--- src/hw/rtl/sfa_pkg.sv ---
// Shared constants, types and command format of the sensor frame aggregator.
// Used by every module of the block but sfa_ram; depends on nothing.
`default_nettype none

package sfa_pkg;

  localparam int SLOTS       = 4;
  localparam int DATA_BYTES  = 34;
  localparam int FRAME_BYTES = DATA_BYTES + 2;
  localparam int TIME_POS    = SLOTS * FRAME_BYTES;
  localparam int STORE_BYTES = TIME_POS + 4;
  localparam int LANES       = 4;
  localparam int LANE_W      = 2;
  localparam int WORDS       = (STORE_BYTES + LANES - 1) / LANES;
  localparam int POS_W       = $clog2(STORE_BYTES);
  localparam int ADDR_W      = (WORDS > 1) ? $clog2(WORDS) : 1;
  localparam int WCNT_W      = $clog2(WORDS + 1);
  localparam int SLOT_W      = (SLOTS > 1) ? $clog2(SLOTS) : 1;
  localparam int DIDX_W      = (DATA_BYTES > 1) ? $clog2(DATA_BYTES) : 1;

  localparam int QDEPTH = 2;
  localparam int QPTR_W = 1;
  localparam int QCNT_W = 2;

  localparam int IN_W    = 40;
  localparam int OUT_W   = 32;
  localparam int PADDR_W = 3;

  localparam logic [7:0] LEFT_BASE  = 8'd1;
  localparam logic [7:0] RIGHT_BASE = 8'd9;

  // Register index of right_foot (byte address 4 * index).
  localparam logic [PADDR_W-3:0] REG_RIGHT_FOOT = '0;

  typedef enum logic {
    CMD_HEADER,
    CMD_DATA
  } cmd_kind_e;

  typedef struct packed {
    cmd_kind_e         kind;
    logic [POS_W-1:0]  pos;
    logic [7:0]        hdr0;
    logic [7:0]        data;
    logic [31:0]       elapsed;
    logic              emit;
  } cmd_t;

endpackage

`default_nettype wire

--- src/hw/rtl/sfa_ram.sv ---
// Generic single-write, single-read RAM with a registered read port.
// Self-contained; used as one byte lane of the frame store.
`default_nettype none

module sfa_ram #(
  parameter int WIDTH = 8,
  parameter int DEPTH = 16
) (
  input  wire logic                                  clk_i,
  input  wire logic                                  we_i,
  input  wire logic [((DEPTH > 1) ? $clog2(DEPTH) : 1)-1:0] waddr_i,
  input  wire logic [WIDTH-1:0]                      wdata_i,
  input  wire logic                                  re_i,
  input  wire logic [((DEPTH > 1) ? $clog2(DEPTH) : 1)-1:0] raddr_i,
  output logic      [WIDTH-1:0]                      rdata_o
);

  logic [WIDTH-1:0] mem_q [DEPTH];

  always_ff @(posedge clk_i) begin
    if (we_i) begin
      mem_q[waddr_i] <= wdata_i;
    end
    if (re_i) begin
      rdata_o <= mem_q[raddr_i];
    end
  end

endmodule

`default_nettype wire

--- src/hw/rtl/sfa_cmd_queue.sv ---
// Two-entry command queue between the parser front and the store back end.
// Depends on sfa_pkg for the command type and depth.
`default_nettype none

module sfa_cmd_queue (
  input  wire logic          clk_i,
  input  wire logic          rst_ni,
  input  wire logic          push_i,
  input  sfa_pkg::cmd_t      cmd_i,
  output logic               full_o,
  input  wire logic          pop_i,
  output sfa_pkg::cmd_t      cmd_o,
  output logic               empty_o
);

  sfa_pkg::cmd_t                 entry_q [sfa_pkg::QDEPTH];
  logic [sfa_pkg::QPTR_W-1:0]    wr_ptr_q;
  logic [sfa_pkg::QPTR_W-1:0]    rd_ptr_q;
  logic [sfa_pkg::QCNT_W-1:0]    cnt_q;

  assign full_o  = (cnt_q == sfa_pkg::QCNT_W'(sfa_pkg::QDEPTH));
  assign empty_o = (cnt_q == '0);
  assign cmd_o   = entry_q[rd_ptr_q];

  always_ff @(posedge clk_i) begin
    if (push_i) begin
      entry_q[wr_ptr_q] <= cmd_i;
    end
  end

  always_ff @(posedge clk_i or negedge rst_ni) begin
    if (!rst_ni) begin
      wr_ptr_q <= '0;
      rd_ptr_q <= '0;
      cnt_q    <= '0;
    end else begin
      if (push_i) begin
        wr_ptr_q <= wr_ptr_q + 1'b1;
      end
      if (pop_i) begin
        rd_ptr_q <= rd_ptr_q + 1'b1;
      end
      case ({push_i, pop_i})
        2'b10:   cnt_q <= cnt_q + 1'b1;
        2'b01:   cnt_q <= cnt_q - 1'b1;
        default: cnt_q <= cnt_q;
      endcase
    end
  end

endmodule

`default_nettype wire

--- src/hw/rtl/sfa_front.sv ---
// Link parser: matches header pairs, tracks slot, data index and frame count,
// and turns each byte that changes the store into a command. Uses sfa_pkg.
`default_nettype none

module sfa_front (
  input  wire logic          clk_i,
  input  wire logic          rst_ni,
  input  wire logic          accept_i,
  input  wire logic [7:0]    link_byte_i,
  input  wire logic [31:0]   elapsed_us_i,
  input  wire logic          right_foot_i,
  output logic               push_o,
  output sfa_pkg::cmd_t      cmd_o
);

  typedef enum logic [1:0] {
    PH_HDR0 = 2'd0,
    PH_HDR1 = 2'd1,
    PH_DATA = 2'd2
  } phase_e;

  phase_e                       phase_q;
  logic [7:0]                   first_q;
  logic [sfa_pkg::SLOT_W-1:0]   slot_q;
  logic [sfa_pkg::DIDX_W-1:0]   didx_q;
  logic [sfa_pkg::SLOT_W-1:0]   fcnt_q;

  logic [7:0]                   base;
  logic [7:0]                   off;
  logic                         match;
  logic [sfa_pkg::SLOT_W-1:0]   slot_new;
  logic                         data_last;
  logic                         frame_last;

  // A pair (a, a+1) names slot (a - base) / 2 when that is below SLOTS.
  always_comb begin
    base     = right_foot_i ? sfa_pkg::RIGHT_BASE : sfa_pkg::LEFT_BASE;
    off      = first_q - base;
    match    = (first_q >= base) && !off[0] && ((off >> 1) < 8'(sfa_pkg::SLOTS)) &&
               ({1'b0, link_byte_i} == ({1'b0, first_q} + 9'd1));
    slot_new = sfa_pkg::SLOT_W'(off >> 1);
  end

  assign data_last  = (didx_q == sfa_pkg::DIDX_W'(sfa_pkg::DATA_BYTES - 1));
  assign frame_last = (fcnt_q == sfa_pkg::SLOT_W'(sfa_pkg::SLOTS - 1));

  always_comb begin
    push_o        = 1'b0;
    cmd_o.kind    = sfa_pkg::CMD_DATA;
    cmd_o.pos     = sfa_pkg::POS_W'(slot_q * sfa_pkg::FRAME_BYTES + 2 + didx_q);
    cmd_o.hdr0    = first_q;
    cmd_o.data    = link_byte_i;
    cmd_o.elapsed = elapsed_us_i;
    cmd_o.emit    = data_last && frame_last;
    case (phase_q)
      PH_HDR1: begin
        push_o     = accept_i && match;
        cmd_o.kind = sfa_pkg::CMD_HEADER;
        cmd_o.pos  = sfa_pkg::POS_W'(slot_new * sfa_pkg::FRAME_BYTES);
        cmd_o.emit = 1'b0;
      end
      PH_DATA: begin
        push_o = accept_i;
      end
      default: begin
        push_o = 1'b0;
      end
    endcase
  end

  always_ff @(posedge clk_i or negedge rst_ni) begin
    if (!rst_ni) begin
      phase_q <= PH_HDR0;
      first_q <= '0;
      slot_q  <= '0;
      didx_q  <= '0;
      fcnt_q  <= '0;
    end else if (accept_i) begin
      case (phase_q)
        PH_HDR1: begin
          if (match) begin
            slot_q  <= slot_new;
            didx_q  <= '0;
            phase_q <= PH_DATA;
          end else begin
            phase_q <= PH_HDR0;
          end
        end
        PH_DATA: begin
          if (data_last) begin
            didx_q  <= '0;
            phase_q <= PH_HDR0;
            fcnt_q  <= frame_last ? '0 : fcnt_q + 1'b1;
          end else begin
            didx_q <= didx_q + 1'b1;
          end
        end
        default: begin
          first_q <= link_byte_i;
          phase_q <= PH_HDR1;
        end
      endcase
    end
  end

endmodule

`default_nettype wire

--- src/hw/rtl/sfa_back.sv ---
// Store back end: writes header, time and data bytes into four byte-lane RAMs
// and streams the store out as words. Uses sfa_pkg and sfa_ram.
`default_nettype none

module sfa_back (
  input  wire logic                       clk_i,
  input  wire logic                       rst_ni,
  input  wire logic                       q_empty_i,
  input  sfa_pkg::cmd_t                   q_cmd_i,
  output logic                            q_pop_o,
  output logic                            m_tvalid_o,
  input  wire logic                       m_tready_i,
  output logic [sfa_pkg::OUT_W-1:0]       m_tdata_o,
  output logic                            m_tlast_o
);

  typedef enum logic [1:0] {
    B_IDLE,
    B_WRITE,
    B_EMIT
  } bstate_e;

  localparam logic [2:0] STEP_HDR_B  = 3'd1;
  localparam logic [2:0] STEP_TIME_0 = 3'd2;
  localparam logic [2:0] STEP_TIME_1 = 3'd3;
  localparam logic [2:0] STEP_TIME_2 = 3'd4;
  localparam logic [2:0] STEP_TIME_3 = 3'd5;

  bstate_e                                       state_q;
  sfa_pkg::cmd_t                                 cmd_q;
  logic [2:0]                                    step_q;
  logic [sfa_pkg::WCNT_W-1:0]                    rd_cnt_q;
  logic                                          out_valid_q;
  logic                                          last_q;
  logic [sfa_pkg::LANES-1:0]                     vmask_q;
  logic [sfa_pkg::LANES-1:0][sfa_pkg::WORDS-1:0] lane_valid_q;

  logic                         wr_en;
  logic                         wr_last;
  logic [sfa_pkg::POS_W-1:0]    wr_pos;
  logic [7:0]                   wr_byte;
  logic [sfa_pkg::LANE_W-1:0]   wr_lane;
  logic [sfa_pkg::ADDR_W-1:0]   wr_addr;
  logic                         rd_en;
  logic [sfa_pkg::ADDR_W-1:0]   rd_addr;
  logic [7:0]                   lane_rdata [sfa_pkg::LANES];

  // A header command writes six bytes: two header bytes, then the
  // elapsed time most significant byte first. A data command writes one.
  always_comb begin
    wr_pos  = cmd_q.pos;
    wr_byte = cmd_q.data;
    if (cmd_q.kind == sfa_pkg::CMD_HEADER) begin
      case (step_q)
        STEP_HDR_B: begin
          wr_pos = cmd_q.pos + 1'b1;
        end
        STEP_TIME_0: begin
          wr_pos  = sfa_pkg::POS_W'(sfa_pkg::TIME_POS);
          wr_byte = cmd_q.elapsed[31:24];
        end
        STEP_TIME_1: begin
          wr_pos  = sfa_pkg::POS_W'(sfa_pkg::TIME_POS + 1);
          wr_byte = cmd_q.elapsed[23:16];
        end
        STEP_TIME_2: begin
          wr_pos  = sfa_pkg::POS_W'(sfa_pkg::TIME_POS + 2);
          wr_byte = cmd_q.elapsed[15:8];
        end
        STEP_TIME_3: begin
          wr_pos  = sfa_pkg::POS_W'(sfa_pkg::TIME_POS + 3);
          wr_byte = cmd_q.elapsed[7:0];
        end
        default: begin
          wr_byte = cmd_q.hdr0;
        end
      endcase
    end
  end

  assign wr_en   = (state_q == B_WRITE);
  assign wr_last = (cmd_q.kind != sfa_pkg::CMD_HEADER) || (step_q == STEP_TIME_3);
  assign wr_lane = wr_pos[sfa_pkg::LANE_W-1:0];
  assign wr_addr = sfa_pkg::ADDR_W'(wr_pos >> sfa_pkg::LANE_W);

  assign q_pop_o = (state_q == B_IDLE) && !q_empty_i;

  assign rd_en   = (state_q == B_EMIT) && (rd_cnt_q < sfa_pkg::WCNT_W'(sfa_pkg::WORDS)) &&
                   (!out_valid_q || m_tready_i);
  assign rd_addr = rd_cnt_q[sfa_pkg::ADDR_W-1:0];

  for (genvar i = 0; i < sfa_pkg::LANES; i++) begin : g_lane
    sfa_ram #(
      .WIDTH(8),
      .DEPTH(sfa_pkg::WORDS)
    ) u_ram (
      .clk_i  (clk_i),
      .we_i   (wr_en && (wr_lane == sfa_pkg::LANE_W'(i))),
      .waddr_i(wr_addr),
      .wdata_i(wr_byte),
      .re_i   (rd_en),
      .raddr_i(rd_addr),
      .rdata_o(lane_rdata[i])
    );
    // Lane 0 holds the first byte of a word, which goes to the top bits.
    // A byte never written since reset reads as zero.
    assign m_tdata_o[sfa_pkg::OUT_W-1-8*i -: 8] = vmask_q[i] ? lane_rdata[i] : 8'h00;
  end

  assign m_tvalid_o = out_valid_q;
  assign m_tlast_o  = last_q;

  always_ff @(posedge clk_i or negedge rst_ni) begin
    if (!rst_ni) begin
      lane_valid_q <= '0;
    end else if (wr_en) begin
      lane_valid_q[wr_lane][wr_addr] <= 1'b1;
    end
  end

  always_ff @(posedge clk_i or negedge rst_ni) begin
    if (!rst_ni) begin
      state_q     <= B_IDLE;
      cmd_q       <= '0;
      step_q      <= '0;
      rd_cnt_q    <= '0;
      out_valid_q <= 1'b0;
      last_q      <= 1'b0;
      vmask_q     <= '0;
    end else begin
      case (state_q)
        B_IDLE: begin
          if (!q_empty_i) begin
            cmd_q   <= q_cmd_i;
            step_q  <= '0;
            state_q <= B_WRITE;
          end
        end
        B_WRITE: begin
          if (wr_last) begin
            rd_cnt_q <= '0;
            state_q  <= cmd_q.emit ? B_EMIT : B_IDLE;
          end else begin
            step_q <= step_q + 1'b1;
          end
        end
        B_EMIT: begin
          if (rd_en) begin
            rd_cnt_q    <= rd_cnt_q + 1'b1;
            out_valid_q <= 1'b1;
            last_q      <= (rd_cnt_q == sfa_pkg::WCNT_W'(sfa_pkg::WORDS - 1));
            for (int i = 0; i < sfa_pkg::LANES; i++) begin
              vmask_q[i] <= lane_valid_q[i][rd_addr];
            end
          end else if (out_valid_q && m_tready_i) begin
            out_valid_q <= 1'b0;
            if (last_q) begin
              last_q  <= 1'b0;
              state_q <= B_IDLE;
            end
          end
        end
        default: begin
          state_q <= B_IDLE;
        end
      endcase
    end
  end

endmodule

`default_nettype wire

--- src/hw/rtl/sensor_frame_aggregator.sv ---
// Top level of the sensor frame aggregator: stream ports, APB register and
// the front, queue and back parts. Depends on sfa_pkg and all sfa_* modules.
`default_nettype none

// The block parses a byte stream from a sensor-patch link. Each frame is a
// two-byte header pair followed by 34 data bytes. With right_foot at 0 the
// pairs (1,2), (3,4), (5,6) and (7,8) name slots 0 to 3; with right_foot at 1
// the pairs (9,10) to (15,16) do. A pair that names no slot is dropped and
// the next byte is taken as a new first header byte; right_foot is sampled
// when the second header byte arrives. A matched header is stored at the
// start of its slot, and the elapsed_us of that request is stored big-endian
// in store bytes 144 to 147. After every fourth completed frame, repeated
// slots included, the whole 148-byte store goes out as 37 big-endian words,
// tlast marking the 37th. The store is zero after reset (per-byte valid bits,
// so there is no clearing pass) and keeps old bytes between emissions.
// Timing: the parser takes one request per cycle while its two-entry command
// queue has room. The back end does one byte write per cycle into four
// byte-lane RAMs: a matched header costs a queue pop plus two header and four
// time writes, a data byte a queue pop and one write, a first header byte or a
// dropped pair nothing. An emission reads the RAMs through their registered
// read ports, then gives one word per cycle while the output is not stalled.
// Write right_foot only while no frame is being emitted or written.
module sensor_frame_aggregator (
  input  wire logic                         clk_i,
  input  wire logic                         rst_ni,
  // Input requests.
  input  wire logic                         s_tvalid_i,
  output logic                              s_tready_o,
  input  wire logic [sfa_pkg::IN_W-1:0]     s_tdata_i,   // [7:0] link_byte, [39:8] elapsed_us
  // Output words.
  output logic                              m_tvalid_o,
  input  wire logic                         m_tready_i,
  output logic [sfa_pkg::OUT_W-1:0]         m_tdata_o,   // [31:0] frame_word
  output logic                              m_tlast_o,   // last_word
  // Register port.
  input  wire logic                         psel,
  input  wire logic                         penable,
  input  wire logic                         pwrite,
  input  wire logic [sfa_pkg::PADDR_W-1:0]  paddr,
  input  wire logic [31:0]                  pwdata,
  output logic [31:0]                       prdata,
  output logic                              pready
);

  logic           right_foot_q;
  logic           cfg_sel;
  logic           s_accept;
  logic           q_push;
  logic           q_full;
  logic           q_pop;
  logic           q_empty;
  sfa_pkg::cmd_t  front_cmd;
  sfa_pkg::cmd_t  q_cmd;

  // The single register decodes on the word address only.
  assign pready  = 1'b1;
  assign cfg_sel = (paddr[sfa_pkg::PADDR_W-1:2] == sfa_pkg::REG_RIGHT_FOOT);
  assign prdata  = cfg_sel ? {31'b0, right_foot_q} : 32'b0;

  always_ff @(posedge clk_i or negedge rst_ni) begin
    if (!rst_ni) begin
      right_foot_q <= 1'b0;
    end else if (psel && penable && pwrite && pready && cfg_sel) begin
      right_foot_q <= pwdata[0];
    end
  end

  // Every request is accepted while the queue has room, even one that
  // produces no command; this keeps the ready path free of parser state.
  assign s_tready_o = !q_full;
  assign s_accept   = s_tvalid_i && s_tready_o;

  sfa_front u_front (
    .clk_i       (clk_i),
    .rst_ni      (rst_ni),
    .accept_i    (s_accept),
    .link_byte_i (s_tdata_i[7:0]),
    .elapsed_us_i(s_tdata_i[39:8]),
    .right_foot_i(right_foot_q),
    .push_o      (q_push),
    .cmd_o       (front_cmd)
  );

  sfa_cmd_queue u_queue (
    .clk_i  (clk_i),
    .rst_ni (rst_ni),
    .push_i (q_push),
    .cmd_i  (front_cmd),
    .full_o (q_full),
    .pop_i  (q_pop),
    .cmd_o  (q_cmd),
    .empty_o(q_empty)
  );

  sfa_back u_back (
    .clk_i     (clk_i),
    .rst_ni    (rst_ni),
    .q_empty_i (q_empty),
    .q_cmd_i   (q_cmd),
    .q_pop_o   (q_pop),
    .m_tvalid_o(m_tvalid_o),
    .m_tready_i(m_tready_i),
    .m_tdata_o (m_tdata_o),
    .m_tlast_o (m_tlast_o)
  );

endmodule

`default_nettype wire

--- config.mk ---
export PLATFORM = sky130hd
export DESIGN_NAME = sensor_frame_aggregator
export DESIGN_NICKNAME = d
export VERILOG_FILES = /design/src/hw/rtl/sfa_pkg.sv /design/src/hw/rtl/sfa_ram.sv /design/src/hw/rtl/sfa_cmd_queue.sv /design/src/hw/rtl/sfa_front.sv /design/src/hw/rtl/sfa_back.sv /design/src/hw/rtl/sensor_frame_aggregator.sv
export SDC_FILE = /design/constraint.sdc
export NUM_CORES = 2
export LEC_CHECK = 0
export BUFFER_PORTS_ARGS = -buffer_cell sky130_fd_sc_hd__buf_2
export CAP_MARGIN = 25
export CORE_ASPECT_RATIO = 0.9
export CORE_MARGIN = 3
export CORE_UTILIZATION = 60
export DETAILED_ROUTE_END_ITERATION = 10
export GPL_TIMING_DRIVEN = 1
export PLACE_DENSITY_LB_ADDON = 0.2
export SLEW_MARGIN = 30
export SYNTH_ARGS = -nofsm -noshare
export SYNTH_HDL_FRONTEND = slang
export SYNTH_HIERARCHICAL = 1
export SYNTH_SLANG_ARGS = --single-unit
--- constraint.sdc ---
create_clock -name clk_i -period 8 [get_ports clk_i]
set_input_delay 1.6 -clock clk_i [delete_from_list [all_inputs] [get_ports clk_i]]
set_output_delay 1.6 -clock clk_i [all_outputs]
set_load 0.05 [all_outputs]
Yosys cells after proc, flatten, opt, wreduce, memory -nomap -nowiden

Memory sizes are Yosys's and may differ from the RTL's. A register that Yosys moved wholly into a read port is not among the register bits.
Cells that the tools add are included.

$add $sub $neg: 13
Multipliers: 2
Order comparisons: 8
Equal/unequal tests: 28
Mux-type cells: 59
Bitwise logic cells: 4
Reductions and logical operators: 46

Operators with widths:

| operator                                                                     | count |
|---|---|
| 148-bit bitwise OR                                                           | 1 |
| 8-bit one-hot mux with 5 select lines                                        | 2 |
| 37-bit demux with 2-bit select                                               | 1 |
| 8-bit 2-to-1 mux                                                             | 6 |
| 37-bit 2-to-1 mux                                                            | 1 |
| 1-bit binary-select mux with 6-bit select                                    | 4 |
| 6-bit 2-to-1 mux                                                             | 4 |
| 6-bit one-hot mux with 2 select lines                                        | 2 |
| 1-bit 2-to-1 mux                                                             | 20 |
| 1-bit logical AND                                                            | 19 |
| 2-bit 2-to-1 mux                                                             | 9 |
| 3-bit AND reduction                                                          | 5 |
| 2-bit == test, second input constant                                         | 7 |
| 6-bit by 7-bit less-than comparator with 1-bit output, second input constant | 2 |
| 6-bit by 1-bit adder with 6-bit output, second input constant                | 2 |
| 6-bit == test, second input constant                                         | 2 |
| 2-bit by 4-bit multiplier with 6-bit output, second input constant           | 2 |
| 2-bit inequality test, second input constant                                 | 6 |
| 2-bit AND reduction                                                          | 5 |
| 2-bit nonzero test                                                           | 5 |
| 8-bit by 1-bit adder with 9-bit output, second input constant                | 1 |
| 8-bit by 9-bit == test with 1-bit output                                     | 1 |
| 9-bit 2-to-1 mux                                                             | 1 |
| 8-bit by 1-bit adder with 8-bit output, second input constant                | 1 |
| 31 further kinds                                                             | 51 |

Register bits: 190
RAM bits: 1300
Output and inout port bits: 68
Word-level logic and storage cells: 184
Memories: 5

Memories:

| name                         | words | bits a word | rd ports | clocked after Yosys merged registers in | write ports | RTL line            | RTL |
|---|---|---|---|---|---|---|---|
| u_back.g_lane[0].u_ram.mem_q | 37    | 8           | 1        | 1                                       | 1           | sfa_ram.sv:18       | `logic [WIDTH-1:0] mem_q [DEPTH];` |
| u_back.g_lane[1].u_ram.mem_q | 37    | 8           | 1        | 1                                       | 1           | sfa_ram.sv:18       |  |
| u_back.g_lane[2].u_ram.mem_q | 37    | 8           | 1        | 1                                       | 1           | sfa_ram.sv:18       |  |
| u_back.g_lane[3].u_ram.mem_q | 37    | 8           | 1        | 1                                       | 1           | sfa_ram.sv:18       |  |
| u_queue.entry_q              | 2     | 58          | 1        | 1                                       | 1           | sfa_cmd_queue.sv:16 | `sfa_pkg::cmd_t entry_q [sfa_pkg::QDEPTH];` |

Logic depth before layout (Yosys ltp)

Word-level depth: 10
Mapped depth: 14

Modules after synthesis

Netlist, hierarchy kept.

Modules (own cells, without submodules):

| module                  | instances | cells an instance | area each (um^2) |
|---|---|---|---|
| sfa_ram                 | 4         | 659               | 12119.1 |
| sfa_back                | 1         | 899               | 10537.6 |
| sfa_cmd_queue           | 1         | 197               | 4415.5 |
| sfa_front               | 1         | 193               | 1833.0 |
| sensor_frame_aggregator | 1         | 40                | 311.5 |

Worst setup path after synthesis

OpenSTA, ideal clock, no wires.

Path type: reg2reg
From: register u_back.step_q[2]
To: memory u_back.g_lane[0].u_ram.mem_q[0][7] (data pin)
Data arrival time: 5.893 ns
Required time: 6.913 ns
Path slack: 1.020 ns
Stages on the path, launching flop included: 8
Buffers on the path: 3
Clock period less this slack: 6.980 ns
Cells stage by stage: dfrtp_1 > buf_6 > buf_2 > inv_1 > ha_1 > clkbuf_1 > a221oi_1 > a31oi_1

Longest elaborated chain between the ends: 3

Ends and longest elaborated chain:

| item                                    | RTL line        | RTL |
|---|---|---|
| start, declared                         | sfa_back.sv:31  | `logic [2:0] step_q;` |
| start signal, assigned                  | sfa_back.sv:144 | `step_q <= step_q + 1'b1;` |
| 3-bit == test (tied with other cells)   | sfa_back.sv:54  | `case (step_q)` |
| 8-bit one-hot mux with 5 select lines * | sfa_back.sv:54  |  |
| 8-bit 2-to-1 mux *                      | sfa_back.sv:53  | `if (cmd_q.kind == sfa_pkg::CMD_HEADER) begin` |
| net u_back.wr_byte[7]                   | sfa_back.sv:41  | `logic [7:0] wr_byte;` |
| end, declared                           | sfa_ram.sv:18   |  |

The timed path passes the listed nets; every way through them passes the cells marked *.

Worst setup path in the final report

From: register u_back.step_q[2]
To: memory u_back.g_lane[2].u_ram.mem_q[34][1], enable pin

Longest elaborated chain between the ends: 7

Ends and longest elaborated chain:

| item                                    | RTL line       | RTL |
|---|---|---|
| 3-bit == test (tied with other cells)   | sfa_back.sv:54 |  |
| 8-bit one-hot mux with 5 select lines * | sfa_back.sv:54 |  |
| 8-bit 2-to-1 mux *                      | sfa_back.sv:53 |  |
| 2-bit == test                           | sfa_back.sv:98 | `.we_i (wr_en && (wr_lane == sfa_pkg::LANE_W'(i))),` |
| 1-bit logical AND                       | sfa_back.sv:98 |  |
| 1-bit 2-to-1 mux                        | sfa_ram.sv:21  | `if (we_i) begin` |
| 1-bit 2-to-1 mux (not written as such)  | sfa_ram.sv:22  | `mem_q[waddr_i] <= wdata_i;` |
| end, declared                           | sfa_ram.sv:18  |  |

Mark *: on every way between the ends. The rest lies on a longest branch, timed or not.

==> metrics.txt <==
RSZ-0062 raised after global routing false; max cap viols 0; placed cell areas 0.0667 mm^2; Final Cycle Share 68.2%; worst r2r dst u_back/g_lane[2].u_ram/mem_q[34][1]; clock root cell clkbuf_16; setup_tns 0 ns; Pwr per Cell Area 390 mW/mm^2; FP Rows 114; crit end category flip-flop; crit-path max FO 30; HP Class flip-flop to flip-flop; pin count of the biggest net entering global routing 108; DR WL/cell 25.1 um; total track usage 24.7%; post-route ant nets 0; final hold slack 0.446 ns; die span in x 354 um; EDFF count, synth 1332; Pre-antenna DRT Iters 6; number of DRC markers in iteration 0 3666; layout cells sized above 1 17.3%; Reg2Reg Launch Point u_back/step_q[2]; Synth top cells by count edfxtp_1, mux2i_1, dfrtp_1; Worst setup endpoint u_back/g_lane[2].u_ram/mem_q[34][1]; Multi-input gate area 0.0176 mm^2; Yosys reg bits 1580; ys flop type edfxtp_1; PortBufs 84; post-route cell area 0.0717 mm^2; Fmax 183 MHz; final setup fails 0; leakage power 25.4 nW; status completed; maximum vdd drop 0.313 mV; GRT overflow 0; vias per inst 6.24; clk sinks 1580; RD Place Congestion 0.828; # IOs 150; sequential area share after synthesis 70.5%; cell taking the most area after synthesis edfxtp_1; Avg Inst Size Synth 16.5 um^2; post_cts resized 0; critical path class flip-flop to flip-flop; Die Area 0.113 mm^2; Layout Nets 4100; CTS tree built; Max Root-Sink Buffers 3; initial antenna violation count 3; top cells by area, synth edfxtp_1, dfrtp_1, mux2i_1; final hold vios 0; final WL 140000 um; Final Core Density 66.4%; Synthesis Warnings 6; H-tree depth 4; Crit path arrival time 5.82 ns; ys async rst share 15.7%; CTS clk-pin slew, worst paths 0.06 ns; Worst Setup Start Kind flip-flop; vias in the first global route 34498; clk_lat worst skew 0.75 ns; Worst Path Required 8.37 ns; measured slew at the worst slew-check pin 0.980 ns; Register Area 0.0462 mm^2; first-pass GRT wire length 212000 um; Core Region 0.108 mm^2; Rel. slew slack 34.4%; Die Y 320 um; post-synth top area share 61.0%; Initial Util 60.7%; Crit. Startpoint u_back/step_q[2]; post-route DRC violation count 0; Vias 34762; R2R depth 10; ant diodes 0; DP Wirelength 83200 um; Clock Skew 0.0199 ns; hold_buf cts 0; Area growth, synth to finish 9.33%; CTS Buf Count 156; Post-Syn Area 0.0656 mm^2; Final Critical Period 5.45 ns; Final Max Tran Viols 0; Syn Inst Count 3965; count leader, synth edfxtp_1; postcts setup bufs 0; Cell variety after synth 86; Total Power 28.0 mW; R2R setup slack 2.55 ns; # fillers 7335
-- metrics by stage --
stage | instances | setup slack (ns)
2_1_floorplan | 3995 | 1.02
3_3_place_gp | 5283 | 2.52
3_5_place_dp | 5285 | 2.59
4_1_cts | 5568 | 2.62
5_1_grt | 5571 | 2.27
6_report | 5571 | 2.55
-- worst min-delay path by stage --
stage | end | start | depth (start not counted)
6_report | u_back/lane_valid_q[110] | u_back/lane_valid_q[110] | 1
4_1_cts | u_back/lane_valid_q[110] | u_back/lane_valid_q[110] | 1
3_3_place_gp | u_back/lane_valid_q[110] | u_back/lane_valid_q[110] | 1
3_5_place_dp | u_back/lane_valid_q[110] | u_back/lane_valid_q[110] | 1
2_1_floorplan | u_back/lane_valid_q[110] | u_back/lane_valid_q[110] | 1
5_1_grt | u_back/lane_valid_q[147] | u_back/lane_valid_q[147] | 1
-- per-layer routing --
metal | vias to the layer above | part of all wire [%] | wire length [um] | track usage, %
li1 | 15484 | - | - | -
met1 | 17745 | 43 | 60400 | 36.9
met2 | 1329 | 47 | 65400 | 38.0
met3 | 204 | 8.2 | 11500 | 4.66
met4 | 0 | 1.9 | 2730 | 6.18
met5 | - | 0 | 0 | 0
-- cells by family (layout without fill, tap and decap cells) --
family	count (synthesis)	count (layout)	synth area share [%]
AO/OA/AOI/OAI	687	687	8.38
XOR/XNOR	19	19	0.254
adder cells (fa/ha/maj)	22	22	0.431
buffers and inverters	333	459	3.22
flip-flops	1580	1580	70.5
multiplexers	757	757	13.0
other	2	32	0.0115
AND/OR/NAND/NOR	565	565	4.25
-- worst max-delay path: stages (launching register included) --
cell and delay (ns):
dfrtp_1 0.92, inv_1 0.21, ha_1 0.46, a211oi_2 0.62, a211o_1 0.21, and2_1 0.54
inv_2 0.45, buf_4 0.41, nor2_1 0.18, nand3_1 0.30, nor2_1 0.74
-- power by group --
part,total (mW),leakage (nW),internal [mW],switching [mW]
registers,11.9,15.2,11.4,0.535
clock network,6.95,2.40,3.99,2.96
logic,9.11,7.80,2.97,6.14
-- area by class of cell --
type,count,area share (%)
clock inverter,83,0.829
timing repair buffer,146,1.46
clock buffer,200,5.95
tap,1450,2.53
sequential,1580,64.5
inverter,30,0.161
multi-input combinational,2082,24.6
-- cell usage in the layout, fill, tap and decap left out, types with 75 or more instances in the layout --
master,count
a21o_1,75
a21oi_1,108
a22oi_1,146
buf_2,83
clkbuf_16,163
dfrtp_1,243
edfxtp_1,1332
mux2_2,147
mux2i_1,541
nand2_1,99
nor2_1,196
o21bai_1,82
-- registers in the layout (all words and copies together), names as in the netlist, 2 cells and up --
signal                       flops
u_back/rd_addr                   6
u_front/first_q                  8
u_back/step_q                    3
u_back/vmask_q                   4
u_front/fcnt_q                   2
u_back/state_q                   2
u_back/g_lane.u_ram/rdata_o     32
u_back/cmd_q                    58
u_front/didx_q                   6
u_front/slot_q                   2
u_queue/cnt_q                    2
u_queue/entry_q                116
u_back/lane_valid_q            148
u_back/g_lane.u_ram/mem_q     1184
u_front/phase_q                  2
Power figures use the tool's default switching activity.
